[config.mk]
export PLATFORM = sky130hd
export DESIGN_NAME = pcn_front
export DESIGN_NICKNAME = d
export VERILOG_FILES = /design/src/hdl/pcn_pkg.sv /design/src/hdl/pcn_front.sv
export SDC_FILE = /design/constraint.sdc
export NUM_CORES = 1
export LEC_CHECK = 0
export ABC_AREA = 1
export BUFFER_PORTS_ARGS = -buffer_cell sky130_fd_sc_hd__buf_4
export CAP_MARGIN = 20
export CELL_PAD_IN_SITES_DETAIL_PLACEMENT = 1
export CELL_PAD_IN_SITES_GLOBAL_PLACEMENT = 1
export CORE_MARGIN = 3
export CORE_UTILIZATION = 51
export CTS_CLUSTER_DIAMETER = 30
export DETAILED_ROUTE_END_ITERATION = 8
export GPL_ROUTABILITY_DRIVEN = 0
export GPL_TIMING_DRIVEN = 0
export PLACE_DENSITY = 0.89
export SLEW_MARGIN = 0
export SYNTH_ARGS = -nofsm -noshare
export SYNTH_HDL_FRONTEND = slang
export SYNTH_SLANG_ARGS = --single-unit
[constraint.sdc]
create_clock -name clk -period 6 [get_ports clk]
set_input_delay 0.9 -clock clk [delete_from_list [all_inputs] [get_ports clk]]
set_output_delay 0.9 -clock clk [all_outputs]
set_load 0.1 [all_outputs]
[src/hdl/pcn_pkg.sv]
// ----------------------------------------------------------------------------
// pcn_pkg
// Shared types and constants for the percentile clip and normalise block.
// ----------------------------------------------------------------------------
package pcn_pkg;

	localparam int MAX_PIXELS  = 4096;
	localparam int SAMPLE_BITS = 24;
	localparam int ADDR_W      = $clog2(MAX_PIXELS);
	localparam int CNT_W       = ADDR_W + 1;
	localparam int MAG_W       = SAMPLE_BITS - 1;
	localparam int PCT_W       = 7;
	localparam int PCT_MAX     = 100;
	localparam int PCT_RESET   = 100;
	// floor(x/100) == (x*RECIP_100) >> RECIP_SHIFT for x < 2^19
	localparam int RECIP_100   = 671089;
	localparam int RECIP_SHIFT = 26;
	localparam int PROD_W      = PCT_W + CNT_W;
	localparam int RECIP_W     = 20;
	localparam int QUEUE_DEPTH = 4;
	localparam int QPTR_W      = $clog2(QUEUE_DEPTH);
	localparam int PIX_W       = 8;
	localparam int NUM_W       = SAMPLE_BITS + PIX_W;

	typedef struct packed {
		logic                          command;
		logic signed [SAMPLE_BITS-1:0] sample;
		logic                          last_sample;
	} in_item_t;

	typedef struct packed {
		logic [PIX_W-1:0] pixel;
		logic             last_pixel;
	} out_item_t;

	typedef enum logic [1:0] {
		CLS_LOAD,
		CLS_LAST,
		CLS_READ
	} cls_t;

	typedef struct packed {
		cls_t                          cls;
		logic signed [SAMPLE_BITS-1:0] sample;
	} qent_t;

endpackage

[src/hdl/pcn_front.sv]
// ----------------------------------------------------------------------------
// pcn_front
// Accepts items, classifies them and holds them in a short queue.
// ----------------------------------------------------------------------------
module pcn_front (
	input  logic              clk,
	input  logic              arst_n,
	input  logic              in_valid,
	output logic              in_stall,
	input  pcn_pkg::in_item_t in_item,
	output logic              head_valid,
	output pcn_pkg::qent_t    head,
	input  logic              pop
);

	pcn_pkg::qent_t             ent_q [pcn_pkg::QUEUE_DEPTH];
	logic [pcn_pkg::QPTR_W-1:0] wptr_q, rptr_q;
	logic [pcn_pkg::QPTR_W:0]   fill_q;
	logic                       push, do_pop;
	pcn_pkg::qent_t             new_ent;

	assign in_stall   = (fill_q == (pcn_pkg::QPTR_W+1)'(pcn_pkg::QUEUE_DEPTH));
	assign push       = in_valid && !in_stall;
	assign head_valid = (fill_q != '0);
	assign head       = ent_q[rptr_q];
	assign do_pop     = pop && head_valid;

	always_comb begin
		new_ent.sample = in_item.sample;
		if (in_item.command)          new_ent.cls = pcn_pkg::CLS_READ;
		else if (in_item.last_sample) new_ent.cls = pcn_pkg::CLS_LAST;
		else                          new_ent.cls = pcn_pkg::CLS_LOAD;
	end

	always_ff @(posedge clk) begin
		if (push) begin
			ent_q[wptr_q] <= new_ent;
		end
	end

	always_ff @(posedge clk or negedge arst_n) begin
		if (!arst_n) begin
			wptr_q <= '0;
			rptr_q <= '0;
			fill_q <= '0;
		end else begin
			if (push)   wptr_q <= wptr_q + 1'b1;
			if (do_pop) rptr_q <= rptr_q + 1'b1;
			if (push && !do_pop)      fill_q <= fill_q + 1'b1;
			else if (!push && do_pop) fill_q <= fill_q - 1'b1;
		end
	end

endmodule

Word-level counts from Yosys, hierarchy flattened
Memories as Yosys holds them, arrays and structs flattened.
Index checks and enable logic that the tools add are counted.
Widths: inputs -> output; s select.

word-level totals
  bits of input ports = 30
  memories = 1
  register bits after elaboration = 7
  bits in writable memories = 104
  word-level logic and storage cells = 24

memory list
  name   depth  width  rd ports  clocked after Yosys merged registers in  wr ports  line             source
  ent_q  4      26     1         0                                        1         pcn_front.sv:16  pcn_pkg::qent_t ent_q [pcn_pkg::QUEUE_DEPTH];

operators by class
  reductions and logical operators = 9
  $add $sub $neg = 4
  muxes and demuxes = 6
  equal/unequal tests = 1

operator list
  cell                 number
  $mux 3               2
  $add 2x1->2 const B  2
  $logic_and 1x1->1    4
  $add 3x1->3 const B  1
  $eq 3x3->1 const B   1
  $logic_not 1->1      3
  $mux 1               3
  $reduce_bool 3->1    1
  $sub 3x1->3 const B  1
  $mux 2               1
  $reduce_bool 2->1    1

Depth between registers and ports, before layout
Gate-level depths: netlist of run 1.

  depth after elaboration = 7
  gate-level depth with buffers = 12
  depth with buffers taken out = 12

Least setup slack after synthesis of run 1
OpenSTA, ideal clock, no wires.

  path kind = register to register
  start point = reg fill_q[0] (netlist name)
  end point = reg fill_q[2] (netlist name)
  stages on the path, launching flop included = 11
  setup slack = 3.413 ns
  buffers on the path = 0
  data required time = 5.883 ns
  arrival = 2.470 ns
  clock period less this slack = 2.587 ns
  cell sequence = dfrtp_1 inv_2 nand3_1 nand2_1 ha_1 inv_1 fa_1 nand2_1 nand3_1 nand2_1 nand2_1

on the way
  elaborated cells on any way between the ends = 14
  classes of those cells = add/sub: 2; eq/ne: 1; mux: 2; reduce/logical: 9

RTL lines
  item                                                line             source
  from (decl)                                         pcn_front.sv:18  logic [pcn_pkg::QPTR_W:0] fill_q;
  from (signal assigned)                              pcn_front.sv:49  if (push && !do_pop) fill_q <= fill_q + 1'b1;
  from (signal assigned)                              pcn_front.sv:50  else if (!push && do_pop) fill_q <= fill_q - 1'b1;
  $reduce_bool 3->1 (*)                               pcn_front.sv:24  assign head_valid = (fill_q != '0);
  net head_valid                                      pcn_front.sv:11  output logic head_valid,
  $logic_and 1x1->1 (*)                               pcn_front.sv:26  assign do_pop = pop && head_valid;
  $logic_not 1->1                                     pcn_front.sv:49
  $logic_and 1x1->1                                   pcn_front.sv:49
  $mux 3 / $reduce_bool 2->1 (equally long branches)  --

The timed path passes the listed nets; every way through them passes the cells marked *. The select of a mux whose other input is x is not followed.
A chain may end at the register's enable or synchronous reset.

==> results of run 1 <==
cell usage after synthesis:
library cell  instances  share of area
edfxtp_1            104           0.65
nand2_1              96          0.075
inv_1                63          0.049
o211ai_2             39           0.10
o211ai_1             13          0.020
dfrtp_1               7          0.037
nand3_1               7         0.0073
buf_2                 6         0.0063
inv_2                 6         0.0047
buf_4                 5         0.0078
buf_6                 5          0.012
ha_1                  5          0.013
nor2_1                5         0.0039
fa_1                  1         0.0042
nand4_1               1         0.0013
o21ai_1               1         0.0010
xnor2_1               1         0.0018
cell families after synthesis:
logic type      share of synthesized area
flops                               0.690
simple gates                       0.0879
buf+inv                            0.0800
compound gates                      0.123
fa+ha+maj                          0.0173
xor+xnor                          0.00183
routing by layer:
metal,global-route usage,up-vias
met4,0.0757,0
met5,0,-
met1,0.277,1498
met2,0.400,84
met3,0.0399,21
li1,-,1376
sequential cells by signal, indices dropped and copies added (netlist names):
register,count
fill_q,3
wptr_q,2
rptr_q,2
ent_q,104
final cells by class:
type / count / area, um2
Inverter: 69 / 259
Fill cell: 922 / 3340
Sequential cell: 111 / 3300
Clock buffer: 10 / 128
Multi-Input combinational cell: 169 / 1130
Clock inverter: 6 / 85.1
Tap cell: 108 / 135
Buffer: 16 / 124
Timing Repair Buffer: 57 / 428
through the flow:
stage	instances	utilization	hold WS, ps	setup WS (ps)	area, um2
2_1_floorplan	365	-	482	3410	4780
3_3_place_gp	530	0.598	495	2420	5350
3_5_place_dp	530	0.602	514	3480	5380
4_1_cts	546	0.626	319	3240	5590
5_1_grt	546	0.626	308	3210	5590
6_report	546	0.626	326	3280	5590
worst max-delay path: cells and delay by family (launching register included):
family          cells  cell delay (ps)
simple gates        1              110
compound gates      1              120
flops               1              400
buf+inv             3              810
worst paths after layout:
check	start	endpoint	slack (ps)	depth (start not counted)
setup / recovery	rptr_q[1]	head[5]	3280	5
hold / removal	arst_n	fill_q[1]	330	1
setup reg to reg	fill_q[1]	fill_q[1]	3790	9
hold reg to reg	fill_q[2]	fill_q[2]	530	2
max in group asynchronous	arst_n	rptr_q[1]	5540	1
min in group clk	fill_q[2]	fill_q[2]	530	2
==> flow_summary.yaml, run 1 <==
run:
  cap_violations: 0
critical_path:
  required_ps: 5100
  crit_arrival_ps: 1820
  crit_type: "flop to output pin"
  cp-end-kind: "output pin"
  cp_max_fo: 10
  worst_setup_path_start_kind: "flop"
  cp_slowest_cell: "dfrtp_1"
  critical_path.cell_chain: "inv_2 > buf_4 > o211ai_2 > nand2_1 > buf_4"
  path_common_cell: "buf_4"
  cp_slowest_stage_delay_ps: 400
synthesis:
  synth-seq-cells: 111
  syn_area_per_cell_um2: 13.1
  synth_fp_nets: 401
  synthDistinctLibCells: 17
  synth_area_um2: 4780
  synthCells: 365
  yosys_warnings: 0
  ys_seq_area_frac: 0.690
timing:
  final.period_utilization: 0.454
  worst_slew_pin_slew_ps: 900
  tns_ps: 0
  finalClockSkew_ps: 9.14
  maxSlewViolCount: 0
  rsz0062_at_grt: "no"
  final-hold-violation-count: 0
  fmax_mhz: 367
  relSlewSlack: 0.398
  layout_min_cycle_time_ps: 2720
  setup_violations: 0
clock_network:
  cts_buffers: 9
  cts_resized: 0
  cts_setup_buffers: 0
  cts_root_buf: "clkbuf_8"
  numClockSinks: 111
  clockBufferDepth: 2
  cts_tree: "built"
  htreeDepth: 3
  path_clk_slew_ps: 100
  clkLatencyLatePin_ps: 380
  cts.hold.buffers_added: 0
grt:
  grt_pass1_wl_um: 17200
  grt_max_degree: 27
  gr-usage-all-layers: 0.224
  grt_pass1_vias: 3210
  gr-total-overflow: 0
  antenna_found_initial: 0
layout:
  final_cell_mix: "edfxtp_1, nand2_1, inv_1"
  area_growth_pct: 16.8
  layout_commonest_cell: "edfxtp_1"
  diodes: 0
  nets: 469
  drive_above_1_share: 0.311
floorplanning:
  ioPinCount: 58
  dieArea_um2: 10600
  start_util: 0.535
  row_count: 34
  die_w_um: 103
  core-area_um2: 8930
  fp.dieH_um: 103
drt:
  drc: 0
  ant_nets: 0
  vias_per_cell: 5.46
  maxUsedRoutingLayer: "met4"
  drt-met1-wl_um: 4650
  drt_iter0_drc: 155
  vias: 2979
  avgRoutedWirePerCell_um: 20.4
  dr_wl_met3_um: 354
  wl_met2_um: 5890
  dr.pass1.iters: 4
  wl_um: 11100
placement:
  dpl.hpwl_um: 7080
  io_buffers: 57
min_path:
  hold_path.class: "input pin to async pin"
status:
  status: "finished clean"
Power of run 1 is not shown: default switching activity piles up to over one toggle a cycle in this logic, so the estimate is an artifact.
==> run 2, diff against run 1 <==
Settings changed: CORE_UTILIZATION 51 to 47, PLACE_DENSITY 0.89 to 0.83.
Clock period 6 ns to 2.6 ns, I/O delays scaled along.
==> flow_summary.yaml, run 2 (synthesis gave the netlist of run 1 again) <==
status:
  status: "finished clean"
grt:
  grt_pass1_wl_um: 16700
  grt_pass1_vias: 3299
  gr-usage-all-layers: 0.194
  grt_max_degree: 27
  gr-total-overflow: 0
  antenna_found_initial: 0
layout:
  nets: 470
  drive_above_1_share: 0.314
  area_growth_pct: 18.0
  layout_commonest_cell: "edfxtp_1"
  stdcell_count: 572
  top_register: "ent_q"
  fillCellCount: 1036
  largest_reg_flops: 104
  reg_top3: "ent_q: 104 flops, fill_q: 3 flops"
  diodes: 0
  final_cell_mix: "edfxtp_1, nand2_1, inv_1"
drt:
  drc: 0
  avgRoutedWirePerCell_um: 18.6
  dr.pass1.iters: 4
  wl_um: 10600
  ant_nets: 0
  drt_iter0_drc: 83
  vias: 2928
  vias_per_cell: 5.12
clock_network:
  cts_tree: "built"
  htreeDepth: 3
  cts.hold.buffers_added: 1
  numClockSinks: 111
  cts_resized: 0
  clockBufferDepth: 2
  cts_buffers: 9
  clkLatencyLatePin_ps: 360
  cts_setup_buffers: 0
  path_clk_slew_ps: 110
  cts_root_buf: "clkbuf_8"
floorplanning:
  fp.dieH_um: 107
  start_util: 0.487
  die_w_um: 107
  core-area_um2: 9820
  dieArea_um2: 11400
  ioPinCount: 58
  row_count: 36
timing:
  finalClockSkew_ps: 7.73
  fmax_mhz: 454
  worst_slew_pin_slew_ps: 906
  worst_slack_ps: 399
  layout_min_cycle_time_ps: 2200
  final.period_utilization: 0.846
  maxSlewViolCount: 0
  final-hold-violation-count: 0
  setup_violations: 0
  relSlewSlack: 0.394
  rsz0062_at_grt: "no"
run:
  cap_violations: 0
critical_path:
  path_common_cell: "buf_4"
  rrSetupSlack_ps: 480
  cp_max_fo: 10
  worst_setup_path_start_kind: "flop"
  cp_slowest_cell: "dfrtp_1"
  crit_type: "flop to output pin"
  required_ps: 2210
  reg2reg_depth: 4
  r2r_end: "ent_q[0][10]"
  reg2reg_from: "fill_q[0]"
  cp-end-kind: "output pin"
  crit_arrival_ps: 1810
  critical_path.cell_chain: "inv_2 > buf_4 > o211ai_2 > nand2_1 > buf_4"
  cp_slowest_stage_delay_ps: 400
min_path:
  hold_path.class: "input pin to flop"
  whs_endpoint: "ent_q[2][19]"
  whs_path_depth: 1
  hp-start: "in_item[20]"
placement:
  detailedPlace.worstSlack_ps: 465
  dpl.hpwl_um: 7040
  placed_cells: 555
  io_buffers: 57
run 2: area by class of cell:
type | count | area [um2] | area share
Multi-Input combinational cell | 169 | 1130 | 0.201
Buffer | 16 | 124 | 0.0219
Clock inverter | 7 | 103 | 0.0182
Tap cell | 133 | 166 | 0.0295
Sequential cell | 111 | 3300 | 0.584
Clock buffer | 9 | 124 | 0.0219
Inverter | 69 | 259 | 0.0459
Timing Repair Buffer | 58 | 438 | 0.0776
run 2: critical path, delay by kind of cell, from the launching register on:
family	cells	cell delay, ps
flip-flops	1	400
buffers and inverters	3	810
AO/OA/AOI/OAI	1	120
AND/OR/NAND/NOR	1	110
run 2: how the worst max path moves through the flow:
stage,start,endpoint,slack (ps),depth (start not counted)
after detailed placement,fill_q[0],ent_q[0][7],460,4
after CTS,rptr_q[0],head[24],370,6
after floorplan,fill_q[0],fill_q[2],10,10
after global routing,fill_q[0],fill_q[2],280,11
final,rptr_q[1],head[22],400,5
after global placement,fill_q[0],ent_q[1][14],-600,4
run 2: per-stage QoR:
step | setup TNS [ps] | hold slack (ps) | utilization | cell area, um2
5_1_grt | 0 | 196 | 0.575 | 5640
6_report | 0 | 214 | 0.575 | 5640
3_5_place_dp | 0 | 210 | 0.551 | 5410
4_1_cts | 0 | 199 | 0.575 | 5640
2_1_floorplan | 0 | 94.4 | - | 4780
3_3_place_gp | -59190 | 208 | 0.548 | 5380
run 2: per-layer routing:
layer | part of all wire | vias to the layer above | GRT usage
met5 | 0 | - | 0
met1 | 0.41 | 1472 | 0.228
met4 | 0.012 | 0 | 0.0776
met2 | 0.54 | 66 | 0.354
met3 | 0.040 | 13 | 0.0283
li1 | - | 1377 | -
Power of run 2 is left out for the same reason.
